**config.mk**
```make
export PLATFORM = sky130hd
export DESIGN_NAME = sql_token_scanner
export DESIGN_NICKNAME = d
export VERILOG_FILES = /design/src/rtl/core/sqlts_pkg.sv /design/src/rtl/core/sql_token_scanner.sv /design/src/rtl/core/sqlts_kw_match.sv /design/src/rtl/core/sqlts_scan.sv /design/src/rtl/core/sqlts_out_queue.sv
export SDC_FILE = /design/constraint.sdc
export NUM_CORES = 1
export LEC_CHECK = 0
export BUFFER_PORTS_ARGS = -buffer_cell sky130_fd_sc_hd__clkbuf_2
export CAP_MARGIN = 20
export CORE_UTILIZATION = 55
export CTS_BUF_LIST = sky130_fd_sc_hd__clkbuf_16
export DETAILED_ROUTE_END_ITERATION = 10
export PLACE_DENSITY = 0.82
export SLEW_MARGIN = 20
export SYNTH_ARGS = -nofsm -noshare
export SYNTH_HDL_FRONTEND = slang
export SYNTH_SLANG_ARGS = --single-unit
```
**constraint.sdc**
```tcl
create_clock -name i_clk -period 6.8 [get_ports i_clk]
set_input_delay 0 -clock i_clk [delete_from_list [all_inputs] [get_ports i_clk]]
set_output_delay 0 -clock i_clk [all_outputs]
set_load 0.02 [all_outputs]
```
**src/rtl/core/sqlts_pkg.sv**
```systemverilog
// ----------------------------------------------------------------------------
// sqlts_pkg
// Shared types, token codes, keyword tables and helpers for the SQL scanner.
// ----------------------------------------------------------------------------
package sqlts_pkg;

    localparam int unsigned TEXT_BYTES = 65536;
    localparam logic [15:0] OFFSET_CAP =
        (TEXT_BYTES - 1 < 65535) ? 16'(TEXT_BYTES - 1) : 16'hFFFF;
    localparam logic [15:0] SAT16 = 16'hFFFF;

    localparam int unsigned KW_COUNT = 29;

    localparam int unsigned Q_DEPTH = 4;
    localparam int unsigned Q_PTR_W = $clog2(Q_DEPTH);
    localparam int unsigned Q_CNT_W = $clog2(Q_DEPTH + 1);

    localparam logic [5:0] KIND_EOF     = 6'd0;
    localparam logic [5:0] KIND_IDENT   = 6'd1;
    localparam logic [5:0] KIND_NUMBER  = 6'd2;
    localparam logic [5:0] KIND_STRING  = 6'd3;
    localparam logic [5:0] KIND_LPAREN  = 6'd4;
    localparam logic [5:0] KIND_RPAREN  = 6'd5;
    localparam logic [5:0] KIND_COMMA   = 6'd6;
    localparam logic [5:0] KIND_SEMI    = 6'd7;
    localparam logic [5:0] KIND_STAR    = 6'd8;
    localparam logic [5:0] KIND_EQUAL   = 6'd9;
    localparam logic [5:0] KIND_INVALID = 6'd10;

    localparam logic [7:0] CH_NUL    = 8'h00;
    localparam logic [7:0] CH_TAB    = 8'h09;
    localparam logic [7:0] CH_NL     = 8'h0A;
    localparam logic [7:0] CH_CR     = 8'h0D;
    localparam logic [7:0] CH_SPACE  = 8'h20;
    localparam logic [7:0] CH_QUOTE  = 8'h27;
    localparam logic [7:0] CH_LPAREN = 8'h28;
    localparam logic [7:0] CH_RPAREN = 8'h29;
    localparam logic [7:0] CH_STAR   = 8'h2A;
    localparam logic [7:0] CH_COMMA  = 8'h2C;
    localparam logic [7:0] CH_SEMI   = 8'h3B;
    localparam logic [7:0] CH_EQUAL  = 8'h3D;
    localparam logic [7:0] CH_UNDER  = 8'h5F;

    // Spellings are right-justified in 80 bits, zero padded on the left.
    localparam logic [79:0] KW_TEXT [KW_COUNT] = '{
        "CREATE", "TABLE", "INSERT", "INTO", "VALUES", "SELECT", "FROM", "WHERE",
        "GROUP", "BY", "COUNT", "SUM", "MIN", "MAX", "AVG", "HAVING", "IN", "AS",
        "WITH", "OVER", "PARTITION", "ORDER", "RANK", {"ROW_", "NUMBER"}, "ASC",
        "DESC", "INT", "INTEGER", "VARCHAR"
    };
    localparam logic [3:0] KW_LEN [KW_COUNT] = '{
        4'd6, 4'd5, 4'd6, 4'd4, 4'd6, 4'd6, 4'd4, 4'd5, 4'd5, 4'd2, 4'd5, 4'd3,
        4'd3, 4'd3, 4'd3, 4'd6, 4'd2, 4'd2, 4'd4, 4'd4, 4'd9, 4'd5, 4'd4, 4'd10,
        4'd3, 4'd4, 4'd3, 4'd7, 4'd7
    };
    localparam logic [5:0] KW_KIND [KW_COUNT] = '{
        6'd11, 6'd12, 6'd13, 6'd14, 6'd15, 6'd16, 6'd17, 6'd18, 6'd19, 6'd20,
        6'd21, 6'd22, 6'd23, 6'd24, 6'd25, 6'd26, 6'd27, 6'd28, 6'd29, 6'd30,
        6'd31, 6'd32, 6'd33, 6'd34, 6'd35, 6'd36, 6'd37, 6'd37, 6'd38
    };

    typedef enum logic [3:0] {
        MODE_IDLE   = 4'b0001,
        MODE_NUMBER = 4'b0010,
        MODE_WORD   = 4'b0100,
        MODE_STRING = 4'b1000
    } t_mode;

    typedef struct packed {
        logic [5:0]  kind;
        logic [15:0] line;
        logic [15:0] column;
        logic [15:0] offset;
        logic [15:0] length;
        logic        last;
    } t_token;

    typedef struct packed {
        logic [1:0] count;
        t_token     tok0;
        t_token     tok1;
    } t_push;

    function automatic logic [15:0] sat_inc(input logic [15:0] v, input logic [15:0] cap);
        return (v < cap) ? v + 16'd1 : cap;
    endfunction

    // Character at position p of keyword k, zero past its end.
    function automatic logic [7:0] kw_char(input logic [4:0] k, input logic [3:0] p);
        logic [7:0] ch;
        logic [3:0] pos;
        ch  = CH_NUL;
        pos = '0;
        if (p < KW_LEN[k]) begin
            pos = KW_LEN[k] - 4'd1 - p;
            ch  = KW_TEXT[k][{pos, 3'b000} +: 8];
        end
        return ch;
    endfunction

endpackage

```
**src/rtl/core/sql_token_scanner.sv**
```systemverilog
// ----------------------------------------------------------------------------
// sql_token_scanner: streaming SQL lexer, one text byte per transfer.
// The byte that ends a token is held in the input register; the token then enters the output queue.
// Throughput: one byte per cycle while o_stall is low; a byte that ends two tokens needs two output slots.
// Synchronous active-low reset returns to line 1, column 1, offset 0, queue empty.
// ----------------------------------------------------------------------------
module sql_token_scanner import sqlts_pkg::*; (
    input  logic        i_clk,
    input  logic        i_rst_n,
    input  logic        i_valid,
    output logic        o_stall,
    input  logic [7:0]  i_text_byte,
    input  logic        i_end_of_text,
    output logic        o_valid,
    input  logic        i_stall,
    output logic [5:0]  o_token_kind,
    output logic [15:0] o_token_line,
    output logic [15:0] o_token_column,
    output logic [15:0] o_token_offset,
    output logic [15:0] o_token_length,
    output logic        o_last_result
);

    logic       r_in_valid;
    logic [7:0] r_in_byte;
    logic       r_in_end;
    logic       room;
    logic       fire;
    t_push      push;
    t_token     head;

    assign fire    = r_in_valid && room;
    assign o_stall = r_in_valid && !room;

    always_ff @(posedge i_clk) begin
        if (!i_rst_n) begin
            r_in_valid <= 1'b0;
        end else if (!o_stall) begin
            r_in_valid <= i_valid;
        end
    end

    always_ff @(posedge i_clk) begin
        if (i_valid && !o_stall) begin
            r_in_byte <= i_text_byte;
            r_in_end  <= i_end_of_text;
        end
    end

    sqlts_scan u_scan (
        .i_clk   (i_clk),
        .i_rst_n (i_rst_n),
        .i_fire  (fire),
        .i_char  (r_in_byte),
        .i_end   (r_in_end),
        .o_push  (push)
    );

    sqlts_out_queue u_queue (
        .i_clk   (i_clk),
        .i_rst_n (i_rst_n),
        .i_push  (push),
        .i_pop   (o_valid && !i_stall),
        .o_valid (o_valid),
        .o_token (head),
        .o_room  (room)
    );

    assign o_token_kind   = head.kind;
    assign o_token_line   = head.line;
    assign o_token_column = head.column;
    assign o_token_offset = head.offset;
    assign o_token_length = head.length;
    assign o_last_result  = head.last;

endmodule

```
**src/rtl/core/sqlts_kw_match.sv**
```systemverilog
// ----------------------------------------------------------------------------
// sqlts_kw_match
// Keyword candidate mask update for one word byte, and word kind resolution.
// ----------------------------------------------------------------------------
module sqlts_kw_match import sqlts_pkg::*; (
    input  logic [KW_COUNT-1:0] i_mask,
    input  logic [15:0]         i_pos,
    input  logic [7:0]          i_char,
    output logic [KW_COUNT-1:0] o_mask,
    input  logic [KW_COUNT-1:0] i_word_mask,
    input  logic [15:0]         i_word_len,
    output logic [5:0]          o_word_kind
);

    logic [7:0] up;
    logic       pos_ok;

    assign up     = (i_char >= "a" && i_char <= "z") ? i_char - 8'd32 : i_char;
    assign pos_ok = (i_pos[15:4] == 12'd0);

    always_comb begin
        for (int k = 0; k < KW_COUNT; k++) begin
            o_mask[k] = i_mask[k] && pos_ok && (kw_char(5'(k), i_pos[3:0]) == up);
        end
    end

    // Lowest matching index wins.
    always_comb begin
        o_word_kind = KIND_IDENT;
        for (int k = KW_COUNT - 1; k >= 0; k--) begin
            if (i_word_mask[k] && i_word_len == {12'd0, KW_LEN[k]}) begin
                o_word_kind = KW_KIND[k];
            end
        end
    end

endmodule

```
**src/rtl/core/sqlts_scan.sv**
```systemverilog
// ----------------------------------------------------------------------------
// sqlts_scan
// Scanner state and per-byte token logic; produces up to two tokens per byte.
// ----------------------------------------------------------------------------
module sqlts_scan import sqlts_pkg::*; (
    input  logic       i_clk,
    input  logic       i_rst_n,
    input  logic       i_fire,
    input  logic [7:0] i_char,
    input  logic       i_end,
    output t_push      o_push
);

    t_mode               r_mode, n_mode;
    logic [15:0]         r_line, n_line;
    logic [15:0]         r_col, n_col;
    logic [15:0]         r_off, n_off;
    logic [15:0]         r_start_col, n_start_col;
    logic [15:0]         r_start_off, n_start_off;
    logic [15:0]         r_count, n_count;
    logic [KW_COUNT-1:0] r_mask, n_mask;

    logic                is_end, is_digit, is_alpha, is_wordc, is_space, is_quote;
    logic [5:0]          sym_kind;
    logic [15:0]         adv_line, adv_col, adv_off;
    logic                kw_start;
    logic [KW_COUNT-1:0] kw_mask_in, kw_mask_out;
    logic [15:0]         kw_pos;
    logic [5:0]          word_kind;
    logic                pend_valid;
    t_token              pend_tok, eof_tok, sym_tok;
    t_token              t0, t1;
    logic [1:0]          nres;

    assign is_end   = i_end || (i_char == CH_NUL);
    assign is_digit = (i_char >= "0") && (i_char <= "9");
    assign is_alpha = ((i_char >= "A") && (i_char <= "Z")) ||
                      ((i_char >= "a") && (i_char <= "z"));
    assign is_wordc = is_alpha || is_digit || (i_char == CH_UNDER);
    assign is_space = (i_char == CH_SPACE) || ((i_char >= CH_TAB) && (i_char <= CH_CR));
    assign is_quote = (i_char == CH_QUOTE);

    always_comb begin
        case (i_char)
            CH_LPAREN: sym_kind = KIND_LPAREN;
            CH_RPAREN: sym_kind = KIND_RPAREN;
            CH_COMMA:  sym_kind = KIND_COMMA;
            CH_SEMI:   sym_kind = KIND_SEMI;
            CH_STAR:   sym_kind = KIND_STAR;
            CH_EQUAL:  sym_kind = KIND_EQUAL;
            default:   sym_kind = KIND_INVALID;
        endcase
    end

    assign adv_line = (i_char == CH_NL) ? sat_inc(r_line, SAT16) : r_line;
    assign adv_col  = (i_char == CH_NL) ? 16'd1 : sat_inc(r_col, SAT16);
    assign adv_off  = sat_inc(r_off, OFFSET_CAP);

    assign kw_start   = !((r_mode == MODE_WORD) && is_wordc);
    assign kw_mask_in = kw_start ? '1 : r_mask;
    assign kw_pos     = kw_start ? 16'd0 : r_count;

    sqlts_kw_match u_kw_match (
        .i_mask      (kw_mask_in),
        .i_pos       (kw_pos),
        .i_char      (i_char),
        .o_mask      (kw_mask_out),
        .i_word_mask (r_mask),
        .i_word_len  (r_count),
        .o_word_kind (word_kind)
    );

    assign pend_valid = (r_mode != MODE_IDLE);

    always_comb begin
        pend_tok.kind   = KIND_STRING;
        if (r_mode == MODE_NUMBER) pend_tok.kind = KIND_NUMBER;
        if (r_mode == MODE_WORD)   pend_tok.kind = word_kind;
        pend_tok.line   = r_line;
        pend_tok.column = r_start_col;
        pend_tok.offset = r_start_off;
        pend_tok.length = r_count;
        pend_tok.last   = 1'b0;

        eof_tok.kind    = KIND_EOF;
        eof_tok.line    = r_line;
        eof_tok.column  = r_col;
        eof_tok.offset  = r_off;
        eof_tok.length  = 16'd0;
        eof_tok.last    = 1'b0;

        sym_tok.kind    = sym_kind;
        sym_tok.line    = adv_line;
        sym_tok.column  = r_col;
        sym_tok.offset  = r_off;
        sym_tok.length  = 16'd1;
        sym_tok.last    = 1'b0;
    end

    always_comb begin
        n_mode      = r_mode;
        n_line      = r_line;
        n_col       = r_col;
        n_off       = r_off;
        n_start_col = r_start_col;
        n_start_off = r_start_off;
        n_count     = r_count;
        n_mask      = r_mask;
        t0          = pend_tok;
        t1          = eof_tok;
        nres        = 2'd0;

        if (is_end) begin
            if (pend_valid) begin
                nres = 2'd2;
            end else begin
                t0   = eof_tok;
                nres = 2'd1;
            end
            n_mode      = MODE_IDLE;
            n_line      = 16'd1;
            n_col       = 16'd1;
            n_off       = 16'd0;
            n_start_col = 16'd1;
            n_start_off = 16'd0;
            n_count     = 16'd0;
            n_mask      = '1;
        end else if (r_mode == MODE_STRING) begin
            if (is_quote) begin
                nres   = 2'd1;
                n_mode = MODE_IDLE;
            end else begin
                n_count = sat_inc(r_count, SAT16);
            end
            n_line = adv_line;
            n_col  = adv_col;
            n_off  = adv_off;
        end else if ((r_mode == MODE_NUMBER) && is_digit) begin
            n_count = sat_inc(r_count, SAT16);
            n_line  = adv_line;
            n_col   = adv_col;
            n_off   = adv_off;
        end else if ((r_mode == MODE_WORD) && is_wordc) begin
            n_mask  = kw_mask_out;
            n_count = sat_inc(r_count, SAT16);
            n_line  = adv_line;
            n_col   = adv_col;
            n_off   = adv_off;
        end else begin
            nres   = pend_valid ? 2'd1 : 2'd0;
            n_mode = MODE_IDLE;
            n_line = adv_line;
            n_col  = adv_col;
            n_off  = adv_off;
            if (!is_space) begin
                n_start_col = r_col;
                n_start_off = r_off;
                if (is_digit) begin
                    n_mode  = MODE_NUMBER;
                    n_count = 16'd1;
                end else if (is_alpha || (i_char == CH_UNDER)) begin
                    n_mode  = MODE_WORD;
                    n_mask  = kw_mask_out;
                    n_count = 16'd1;
                end else if (is_quote) begin
                    n_mode      = MODE_STRING;
                    n_count     = 16'd0;
                    n_start_off = adv_off;
                end else if (pend_valid) begin
                    t1   = sym_tok;
                    nres = 2'd2;
                end else begin
                    t0   = sym_tok;
                    nres = 2'd1;
                end
            end
        end

        if (nres == 2'd1) t0.last = 1'b1;
        if (nres == 2'd2) t1.last = 1'b1;
    end

    assign o_push.count = i_fire ? nres : 2'd0;
    assign o_push.tok0  = t0;
    assign o_push.tok1  = t1;

    always_ff @(posedge i_clk) begin
        if (!i_rst_n) begin
            r_mode      <= MODE_IDLE;
            r_line      <= 16'd1;
            r_col       <= 16'd1;
            r_off       <= 16'd0;
            r_start_col <= 16'd1;
            r_start_off <= 16'd0;
            r_count     <= 16'd0;
            r_mask      <= '1;
        end else if (i_fire) begin
            r_mode      <= n_mode;
            r_line      <= n_line;
            r_col       <= n_col;
            r_off       <= n_off;
            r_start_col <= n_start_col;
            r_start_off <= n_start_off;
            r_count     <= n_count;
            r_mask      <= n_mask;
        end
    end

endmodule

```
**src/rtl/core/sqlts_out_queue.sv**
```systemverilog
// ----------------------------------------------------------------------------
// sqlts_out_queue
// Small token queue: takes up to two tokens per cycle, hands out one.
// ----------------------------------------------------------------------------
module sqlts_out_queue import sqlts_pkg::*; (
    input  logic   i_clk,
    input  logic   i_rst_n,
    input  t_push  i_push,
    input  logic   i_pop,
    output logic   o_valid,
    output t_token o_token,
    output logic   o_room
);

    t_token               r_mem [Q_DEPTH];
    logic [Q_PTR_W-1:0]   r_wr, n_wr;
    logic [Q_PTR_W-1:0]   r_rd, n_rd;
    logic [Q_CNT_W-1:0]   r_cnt, n_cnt;
    logic [Q_PTR_W-1:0]   wr_next;

    assign wr_next = r_wr + 1'b1;
    assign o_valid = (r_cnt != '0);
    assign o_token = r_mem[r_rd];
    assign o_room  = (r_cnt <= Q_CNT_W'(Q_DEPTH - 2));

    assign n_wr  = r_wr + Q_PTR_W'(i_push.count);
    assign n_rd  = r_rd + Q_PTR_W'(i_pop);
    assign n_cnt = r_cnt + Q_CNT_W'(i_push.count) - Q_CNT_W'(i_pop);

    always_ff @(posedge i_clk) begin
        if (i_push.count != 2'd0) r_mem[r_wr] <= i_push.tok0;
        if (i_push.count == 2'd2) r_mem[wr_next] <= i_push.tok1;
    end

    always_ff @(posedge i_clk) begin
        if (!i_rst_n) begin
            r_wr  <= '0;
            r_rd  <= '0;
            r_cnt <= '0;
        end else begin
            r_wr  <= n_wr;
            r_rd  <= n_rd;
            r_cnt <= n_cnt;
        end
    end

endmodule

```
==> After elaboration in Yosys (flattened, before gate mapping) <==
Memories as Yosys holds them, arrays and structs flattened. A register that Yosys moved wholly into a read port is not among the register bits.
Index checks and enable logic that the tools add are counted.
{ "classes": {"n_addsub": 18, "n_lt_le_gt_ge": 21, "eq_ne": 65, "shifts": 29, "mux": 149, "n_reduce_logical": 116} }
{ "ops": {"columns": ["cell", "n"], "rows": [
  ["80-bit by 8-bit indexed part select with 8-bit output (first input constant)", 29],
  ["71-bit 2-to-1 mux", 18],
  ["16-bit 2-to-1 mux", 32],
  ["8-bit 2-to-1 mux", 30],
  ["8-bit == test", 29],
  ["29-bit 2-to-1 mux", 8],
  ["6-bit 2-to-1 mux", 30],
  ["1-bit logical AND", 97],
  ["69-bit 2-to-1 mux", 1],
  ["16-bit by 1-bit adder with 16-bit output (second input constant)", 4],
  ["16-bit by 3-bit == test with 1-bit output (second input constant)", 4],
  ["8-bit by 6-bit == test with 1-bit output (second input constant)", 8],
  ["16-bit < comparator (second input constant)", 4],
  ["4-bit 2-to-1 mux", 9],
  ["16-bit by 2-bit == test with 1-bit output (second input constant)", 2],
  ["16-bit by 4-bit == test with 1-bit output (second input constant)", 2],
  ["4-bit one-hot mux with 6 select lines", 1],
  ["2-bit 2-to-1 mux", 11],
  ["8-bit by 7-bit greater-or-equal comparator with 1-bit output (second input constant)", 2],
  ["8-bit by 7-bit less-or-equal comparator with 1-bit output (second input constant)", 2],
  ["4-bit by 3-bit < comparator with 1-bit output (second input constant)", 4],
  ["12-bit zero test", 1],
  ["3-bit by 2-bit != test with 1-bit output (second input constant)", 4],
  ["3-bit by 4-bit subtractor with 4-bit output (first input constant)", 3],
  ["other kinds (37)", 63]
]} }
{ "word_totals": {"reg_bits": 146, "ram_bits": 284, "in_bits": 13, "mem_count": 1} }
{ "memory_table": {"columns": ["name", "depth", "width", "read_ports", "rd_clocked_by_memory_dff", "wr", "line_no", "text"], "rows": [
  ["u_queue.r_mem", 4, 71, 1, 1, 2, "sqlts_out_queue.sv:15", "t_token r_mem [Q_DEPTH];"]
]} }

==> Depth between registers and ports, before layout <==
Gate-level depths: netlist (run 1).
{ "depth": {"depth_word": 42, "mapped_depth": 20} }

==> Modules after synthesis <==
Synthesis (run 1) repeated with hierarchy kept, for this count alone.
{ "unflattened": {"cells_unflattened": 2413, "area_unflattened_um2": 26809.5} }
{ "modules_own_cells": {"columns": ["mod", "instances", "cells_each", "area_each_um2", "seq_area_each_um2"], "rows": [
  ["sqlts_out_queue", 1, 729, 14336.2, 8668.3],
  ["sqlts_scan", 1, 976, 7678.6, 2582.5],
  ["sqlts_kw_match", 1, 693, 4464.3, 0.0],
  ["sql_token_scanner", 1, 15, 330.3, 290.3]
]} }

==> Worst setup path before layout (run 1) <==
Ideal clock, no wire load.
{ "synth_path": {"path_kind": "reg2reg", "from": "register r_in_byte[5]", "to": "register u_scan.r_mask[13]", "setup_time_ns": 0.058, "arrival_ns": 4.765, "t_required_ns": 6.742, "slack_ns": 1.977, "stages_incl_launch_ff": 20, "path_buffers": 3, "synth_period_minus_slack_ns": 4.823, "path_cell_list": "edfxtp_1 inv_1 ha_1 inv_1 o32a_1 o32ai_2 o31ai_1 clkinv_1 clkbuf_1 ha_1 clkbuf_1 inv_1 ha_1 clkbuf_1 inv_1 o2111ai_1 mux2_2 o32a_1 nor4b_1 o22a_1"} }
{ "synth_between": {"elab_chain_len": 19} }
{ "synth_rtl": {"columns": ["item", "line_no", "text"], "rows": [
  ["start, declared", "sql_token_scanner.sv:25", "logic [7:0] r_in_byte;"],
  ["start signal, assigned", "sql_token_scanner.sv:45", "r_in_byte <= i_text_byte;"],
  ["8-bit by 7-bit greater-or-equal comparator with 1-bit output, or another cell as far along", "sqlts_scan.sv:37", "assign is_alpha = ((i_char >= \"A\") && (i_char <= \"Z\")) ||"],
  ["1-bit logical AND (on tied branches)", "sqlts_scan.sv:37, sqlts_kw_match.sv:18, sqlts_scan.sv:38", null],
  ["1-bit logical OR", "sqlts_scan.sv:37", null],
  ["1-bit logical OR (2 in a row)", "sqlts_scan.sv:39", "assign is_wordc = is_alpha || is_digit || (i_char == CH_UNDER);"],
  ["1-bit logical AND", "sqlts_scan.sv:59, sqlts_scan.sv:143", null],
  ["16-bit 2-to-1 mux", "sqlts_scan.sv:61", "assign kw_pos = kw_start ? 16'd0 : r_count;"],
  ["2-bit by 4-bit subtractor with 4-bit output", "sqlts_pkg.sv:95", "pos = KW_LEN[k] - 4'd1 - p;"],
  ["80-bit by 8-bit indexed part select with 8-bit output", "sqlts_pkg.sv:96", "ch = KW_TEXT[k][{pos, 3'b000} +: 8];"],
  ["(+2 left out)", null, null],
  ["1-bit logical AND", "sqlts_kw_match.sv:23", "o_mask[k] = i_mask[k] && pos_ok && (kw_char(5'(k), i_pos[3:0]) == up);"],
  ["29-bit 2-to-1 mux", "sqlts_scan.sv:161", "end else if (is_alpha || (i_char == CH_UNDER)) begin"],
  ["29-bit 2-to-1 mux", "sqlts_scan.sv:158", "if (is_digit) begin"],
  ["29-bit 2-to-1 mux", "sqlts_scan.sv:155", "if (!is_space) begin"],
  ["29-bit 2-to-1 mux", "sqlts_scan.sv:143", "end else if ((r_mode == MODE_WORD) && is_wordc) begin"],
  ["29-bit 2-to-1 mux", "sqlts_scan.sv:138", "end else if ((r_mode == MODE_NUMBER) && is_digit) begin"],
  ["29-bit 2-to-1 mux", "sqlts_scan.sv:128", "end else if (r_mode == MODE_STRING) begin"],
  ["29-bit 2-to-1 mux", "sqlts_scan.sv:113", "if (is_end) begin"],
  ["end signal, assigned", "sqlts_scan.sv:205", "r_mask <= n_mask;"],
  ["end, declared", "sqlts_scan.sv:21", "logic [KW_COUNT-1:0] r_mask, n_mask;"]
]} }
Parallel ways exist; a longest one is shown, timed or not. The select of a mux whose other input is x is not followed.
A chain may end at the register's enable or synchronous reset.

==> Worst setup path in the final report (run 1) <==
{ "layout_path": {"from": "register r_in_byte[3]", "to": "register u_scan.r_mask[13]"} }
Same word-level chain as after synthesis.

==> results.py, run 1 <==
metrics = {
    "routing": {
        "firstDrtPassIters": 9,
        "drtAntennaViolNets": 0,
        "drc": 0,
        "wirelength_um": 75760,
        "via_count": 21630,
        "avgViaCountPerCell": 6.821,
        "avgRoutedWirePerCell_um": 23.89,
        "drt-initial-drc-count": 2491,
    },
    "worst_hold_path": {
        "hp-start": "i_text_byte[5]",
        "holdPathStages": 2,
        "holdCritPathClass": "in -> reg",
        "holdPathEnd": "r_in_byte[5]",
    },
    "timing": {
        "worstMarginPinSlew_ps": 1137,
        "slew_headroom_pct": 24.00,
        "rsz0062_at_grt": "no",
        "finalMaxSlewViolations": 0,
        "fin_crit_ps": 5697,
        "skew_ps": 21.29,
        "setup_ws_ps": 1103,
        "fin_crit_sh_pct": 83.78,
        "hold_viol_final": 0,
        "setup_viol": 0,
        "fmax_ghz": 0.1755,
        "tns_ps": 0,
    },
    "die": {
        "coreArea_mm2": 0.04412,
        "row_count": 77,
        "die_h_um": 213.3,
        "ioPinCount": 86,
        "die_x_um": 213.3,
        "die_area_mm2": 0.04551,
        "start_util_pct": 55.66,
    },
    "pwr": {
        "leakage_nw": 9.083,
        "power.density_mw_per_mm2": 251.8,
        "max-vdd-ir-drop_mv": 0.1707,
    },
    "critical_path": {
        "crit_fanout": 18,
        "reg2reg_from": "r_in_byte[3]",
        "path_class": "reg -> reg",
        "reg2reg_to": "u_scan.r_mask[13]",
        "end_kind": "register",
        "worst-endpoint-arrival_ps": 6220,
        "path_cells": "nand2b_1 > o32a_1 > o32ai_2 > o31ai_2 > clkinv_1 > buf_4 > ha_1 > inv_1 > ha_1 > inv_1 > o2111ai_1 > mux2_2 > o32a_1 > nor4b_1 > o22a_1",
        "crit_path_top_delay_cell": "edfxtp_1",
        "regToRegSetupSlack_ps": 1100,
        "reg2reg_depth": 15,
        "cp-start-kind": "register",
        "cp_slowest_stage_delay_ps": 770,
        "worst_ep_required_time_ps": 7320,
    },
    "grt": {
        "gr-usage-all-layers_pct": 32.77,
        "grt_pass1_vias": 20480,
        "antenna_found_initial": 0,
        "grt_pass1_wl_um": 115700,
        "grt_remaining_overflow": 0,
        "grt_max_degree": 78,
    },
    "clocking": {
        "cts_resized": 0,
        "cts_tree": "done",
        "clockBufferDepth": 3,
        "clock-sinks": 430,
        "cts_inserted_buffers": 43,
        "clockRootBuffer": "clkbuf_16",
        "htreeDepth": 2,
        "clk_latency_ps": 580,
        "postCtsSetupRepairBufs": 0,
        "clkSlewWorstSetupHoldPaths_ps": 60,
    },
    "run": {
        "cap_viol_max_count": 0,
    },
    "synthesis": {
        "synth_nets": 2648,
        "synth_edf_count": 225,
        "ys_seq_area_share_pct": 44.22,
        "netlist_area_mm2": 0.02456,
        "synthCells": 2590,
        "ys_ff_latch": 430,
        "avgSynthCellArea_um2": 9.483,
        "ys.flop_type": "edfxtp_1",
        "ys_types": 87,
        "synth_warnings": 0,
        "async_flop_share_pct": 0,
    },
    "finish": {
        "drive_above_1_share_pct": 13.80,
        "final_nets": 2602,
        "final_common_cell": "a21oi_1",
        "fin_area_mm2": 0.02689,
        "syn_to_final_growth_pct": 9.475,
        "antenna_cells": 0,
        "mostFrequentLayoutCells": "a21oi_1 (229), edfxtp_1 (225), nand2_1 (221), dfxtp_1 (203), nor2_1 (199)",
    },
    "placed_design": {
        "dp_hpwl_um": 48430,
        "pre_cts_slack_ps": 1260,
        "gp_congestion": 1.017,
        "numPortBuffers": 85,
        "postPlaceCellArea_mm2": 0.02534,
    },
    "outcome": {
        "status": "complete, no violations",
    },
}
==> layout make-up <==
type | instances | area, µm²
Inverter | 43 | 161.4
Sequential cell | 430 | 10870
Clock inverter | 35 | 277.8
Fill cell | 3616 | 17240
Tap cell | 592 | 740.7
Multi-Input combinational cell | 1865 | 12640
Timing Repair Buffer | 161 | 1076
Clock buffer | 45 | 1126
==> registers in the layout, summed over array words and instances (netlist names) <==
name,flops
u_scan.r_mode,4
r_in_valid,1
u_scan.r_count,16
u_scan.r_start_off,16
u_queue.r_rd,2
r_in_end,1
u_scan.r_col,16
u_queue.r_cnt,3
u_scan.r_off,16
u_scan.r_line,16
u_scan.r_mask,29
u_queue.r_wr,2
u_scan.r_start_col,16
u_queue.r_mem,284
r_in_byte,8
==> repair_timing <==
| action | in CTS | in global routing |
|---|---|---|
| setup endpoints to repair | 0 | 0 |
| hold endpoints to repair | 23 | 0 |
| hold buffers | 12 | 0 |
==> synthesized netlist by cell type (all sizes together) (6+ instances only) <==
cell type  number  share of area (%)
o221a           8               0.37
nor2b          88                2.2
xor2           23               0.82
edfxtp        225                 28
mux2i          16               0.65
o21a           11               0.34
a21oi         230                4.7
or4             7               0.24
a32o           19               0.77
a211oi         11               0.34
or2            13               0.33
o2111ai         9               0.39
nor2          210                3.3
o32ai           7               0.28
nor4           18               0.46
a22oi          12               0.37
or3            14               0.36
o31ai          17               0.62
mux4           71                6.5
clkbuf        181                2.8
and2           17               0.44
inv            40               0.61
a2111oi         6               0.21
nand4          20               0.51
nor3           50                1.1
buf            71                1.3
dfxtp         205                 17
o22a            6               0.21
ha             44                2.2
nand3         124                2.5
o221ai          7               0.25
nand2         223                3.4
a41oi           7               0.25
nand2b         24               0.61
xnor2          48                1.7
and3           42                1.1
o21ai         147                3.0
o22ai          45                1.1
o211ai         15               0.46
a31oi          48                1.3
o32a            6               0.24
a22o          134                4.8
nand3b          9               0.28
==> critical path: cells and delay by family (launching register included) <==
kind	cells	cell delay, ps
muxes	1	450
buffers and inverters	4	830
DFF	1	770
and+or+nand+nor	2	620
adders and majority gates	2	1010
AOI/OAI and AO/OA	6	1950
==> per-layer routing <==
metal,track usage (%),up-vias,share of wire (%)
li1,-,9593,-
met2,53.59,1248,48
met3,5.427,227,8.9
met4,17.24,0,4.6
met5,0,-,0
met1,41.75,10560,39
==> how the worst max path moves through the flow <==
stage | start | to | slack [ps] | cells after the start
detailed placement | r_in_byte[3] | u_scan.r_mask[13] | 1260 | 15
finish | r_in_byte[3] | u_scan.r_mask[13] | 1100 | 15
floorplan | r_in_byte[5] | u_scan.r_mask[13] | 1980 | 19
global route | r_in_byte[5] | u_scan.r_mask[13] | 780 | 17
global placement | r_in_byte[5] | u_scan.r_mask[13] | 1410 | 17
CTS | r_in_byte[3] | u_scan.r_mask[13] | 1240 | 15
==> metrics by stage <==
stage                     std cells  hold slack, ps  utilization, %  total power, mW
final                          3171           167.0           60.94            6.770
after global routing           3171           171.9           60.94            6.987
after CTS                      3170           149.8           60.88            6.781
after detailed placement       3078           182.8           57.42            4.404
after global placement         3078           181.8           57.41            4.375
after floorplan                2590           98.87               -            3.945
==> power by group <==
group / switching, mW / leakage, nW / internal [mW]
sequential: 0.136 / 3.60 / 2.83
combinational: 0.886 / 4.75 / 0.523
clock: 1.04 / 0.733 / 1.36
==> kinds of logic (layout without fill, tap and decap cells) <==
| family | Yosys count | in the layout | synth area share, % |
|---|---|---|---|
| AOI/OAI and AO/OA | 778 | 778 | 21.24 |
| muxes | 91 | 91 | 7.346 |
| and+or+nand+nor | 880 | 880 | 17.59 |
| adders and majority gates | 45 | 45 | 2.323 |
| buffers and inverters | 295 | 284 | 4.758 |
| xor gates and xnor gates | 71 | 71 | 2.532 |
| DFF | 430 | 430 | 44.22 |
Power figures use the tool's default switching activity.
==> run 2: changes to the inputs <==
- ABC_AREA: unset -> 1
- PLACE_DENSITY: 0.82 -> 0.85
- clock period: 6.8 -> 5.2 ns (I/O delays scaled with it)
==> run 2 against run 1 <==
- global-route usage fell by 1.8 points
- die area rose by 0.67%
- area after synthesis rose by 0.68%
- largest cell class unchanged
==> results.py, run 2 <==
metrics = {
    "outcome": {
        "status": "complete, no violations",
    },
    "finish": {
        "antenna_cells": 0,
        "reg_top3": "u_queue.r_mem x284, u_scan.r_mask x29",
        "largest_reg_flops": 284,
        "final_cell_count_no_fill": 3865,
        "final_common_cell": "nand2_1",
        "mostFrequentLayoutCells": "nand2_1 (578), o21ai_0 (456), nor2_1 (374), inv_1 (275), a21oi_1 (256)",
        "final_nets": 3294,
        "syn_to_final_growth_pct": 9.720,
        "top_register": "u_queue.r_mem",
        "drive_above_1_share_pct": 10.17,
    },
    "synthesis": {
        "yosys.cell_count.top_type": "nand2_1",
        "synth_compound_area_share_pct": 21.83,
        "ys.flop_type": "edfxtp_1",
        "synthXorXnorAreaFrac_pct": 3.259,
        "synth_warnings": 0,
        "ys_seq_area_share_pct": 43.92,
        "async_flop_share_pct": 0,
        "synthMuxAreaShare_pct": 0,
        "avgSynthCellArea_um2": 7.651,
        "ys_top_cells_by_area": "edfxtp_1 (27%), dfxtp_1 (17%), o21ai_0 (9.2%), nand2_1 (8.8%), nor2_1 (5.7%)",
        "synth_nets": 3290,
        "synth_top_area_share_pct": 27.32,
        "netlist_area_mm2": 0.02473,
        "netlist_top_cells_count": "nand2_1 (579), o21ai_0 (457), nor2_1 (376)",
        "synth_top_cell_by_area": "edfxtp_1",
        "synth_edf_count": 225,
        "synth_top_family_by_area": "compound AO/OA/AOI/OAI gates",
        "ys_ff_latch": 430,
        "ys_types": 66,
        "synthCells": 3232,
        "synth-simple-area-share_pct": 20.49,
        "synth_fa_ha_area_share_pct": 2.307,
    },
    "critical_path": {
        "regToRegSetupSlack_ps": 620,
        "crit_path_top_delay_cell": "edfxtp_1",
        "cp-start-kind": "register",
        "end_kind": "register",
        "critical_path.top_delay_family": "simple AND/OR/NAND/NOR gates",
        "cp-startpoint": "r_in_byte[1]",
        "path_cells": "nor2_1 > nand2_1 > inv_2 > nand4_1 > o21ai_1 > nand2_1 > nand2_1 > inv_2 > nand2_4 > nand2_8 > nor2_4 > inv_1 > ha_1 > inv_1 > a21oi_1 > buf_4 > inv_1 > a21oi_1 > xor2_1 > nor4_1 > o2111ai_1 > nor4_1 > o21ai_0 > nand2_1",
        "worst_ep_required_time_ps": 5740,
        "worst-endpoint-arrival_ps": 5120,
        "crit_fanout": 14,
        "crit_top_cell": "nand2_1",
        "cp_slowest_stage_delay_ps": 640,
        "path_buf_inv": 6,
        "reg2reg_depth": 24,
        "path_class": "reg -> reg",
        "reg2reg_from": "r_in_byte[1]",
        "reg2reg_to": "u_scan.r_mask[4]",
    },
    "timing": {
        "setup_viol": 0,
        "rsz0062_at_grt": "no",
        "fmax_ghz": 0.2184,
        "whs_ps": 131.1,
        "tns_ps": 0,
        "fin_crit_sh_pct": 88.07,
        "hold_viol_final": 0,
        "skew_ps": 16.04,
        "finalMaxSlewViolations": 0,
        "worstMarginPinSlew_ps": 1159,
        "fin_crit_ps": 4580,
        "slew_headroom_pct": 22.71,
    },
    "pwr": {
        "leakage_nw": 10.43,
        "power.total_mw": 10.85,
        "max-vdd-ir-drop_mv": 0.2698,
        "power.density_mw_per_mm2": 399.8,
    },
    "routing": {
        "avgViaCountPerCell": 6.062,
        "avgRoutedWirePerCell_um": 18.85,
        "firstDrtPassIters": 6,
        "drt-initial-drc-count": 3150,
        "drc": 0,
        "wirelength_um": 72860,
        "via_count": 23430,
        "drtAntennaViolNets": 0,
    },
    "run": {
        "cap_viol_max_count": 0,
    },
    "clocking": {
        "clk_latency_ps": 590,
        "htreeDepth": 2,
        "clkSlewWorstSetupHoldPaths_ps": 60,
        "postCtsSetupRepairBufs": 0,
        "cts_inserted_buffers": 46,
        "clockRootBuffer": "clkbuf_16",
        "clock-sinks": 430,
        "clockBufferDepth": 3,
        "cts_tree": "done",
    },
    "worst_hold_path": {
        "holdCritPathClass": "in -> reg",
        "holdPathStages": 2,
        "hp-start": "i_text_byte[0]",
        "holdPathEnd": "r_in_byte[0]",
    },
    "grt": {
        "grt_pass1_wl_um": 115300,
        "antenna_found_initial": 1,
        "grt_pass1_vias": 21760,
        "grt_max_degree": 125,
        "gr-usage-all-layers_pct": 31.02,
        "grt_remaining_overflow": 0,
    },
    "die": {
        "die_h_um": 214.0,
        "row_count": 77,
        "die_x_um": 214.0,
        "ioPinCount": 86,
        "start_util_pct": 55.80,
        "coreArea_mm2": 0.04432,
        "die_area_mm2": 0.04581,
    },
    "placed_design": {
        "gp_congestion": 0.9560,
        "dp_cells": 3768,
        "numPortBuffers": 85,
        "dp_hpwl_um": 45710,
    },
}
## run 2: layout make-up
| cell class | instances | area [µm²] |
|---|---|---|
| multi-input cells | 2294 | 11860 |
| flip-flops and latches | 430 | 10870 |
| inverters | 310 | 1174 |
| clock inverters | 37 | 241.5 |
| clock buffers | 48 | 1201 |
| repair buffers | 154 | 1049 |
| well taps | 592 | 740.7 |
| fillers | 3825 | 17190 |
## run 2: metal layers
layer / GRT usage [%] / share of wire, %
met5: 0 / 0.011
met1: 42.02 / 41
met3: 6.397 / 11
met4: 12.57 / 3.3
met2: 48.46 / 45
## run 2: stage by stage
stage	cell area [µm²]	worst slack, ps	util [%]
after floorplan	24730	967.8	-
after global placement	25560	761.7	57.68
after detailed placement	25560	743.1	57.68
after CTS	27120	692.2	61.20
after global routing	27130	163.1	61.22
final	27130	620.5	61.22
## run 2: logic make-up (layout without fill, tap and decap cells)
logic type	Yosys count	after routing
xor+xnor	92	92
buf+inv	508	549
fa+ha+maj	45	45
compound gates	972	972
simple gates	1185	1185
flops	430	430
## run 2: worst max-delay path by stage
| stage | depth (start not counted) | to | slack (ps) |
|---|---|---|---|
| after global placement | 21 | u_scan.r_mask[15] | 760 |
| after detailed placement | 21 | u_scan.r_mask[15] | 740 |
| after global routing | 23 | u_scan.r_mask[4] | 160 |
| after CTS | 21 | u_scan.r_mask[15] | 690 |
| final | 24 | u_scan.r_mask[4] | 620 |
| after floorplan | 21 | u_queue.r_mem[1][0] | 970 |
## run 2: what timing repair did
action	4_1_cts	5_1_grt
resized for setup	0	1
setup endpoints to repair	0	1
endpoints found under the hold margin	41	0
hold buffers	12	0
## run 2: where the power goes
group          switching (mW)  internal, mW  total, mW  leakage, nW
clock network            1.39          1.78       3.17        0.745
logic                    2.43         0.986       3.42         5.92
registers               0.254          4.01       4.26         3.76
total                    4.08          6.77       10.8         10.4
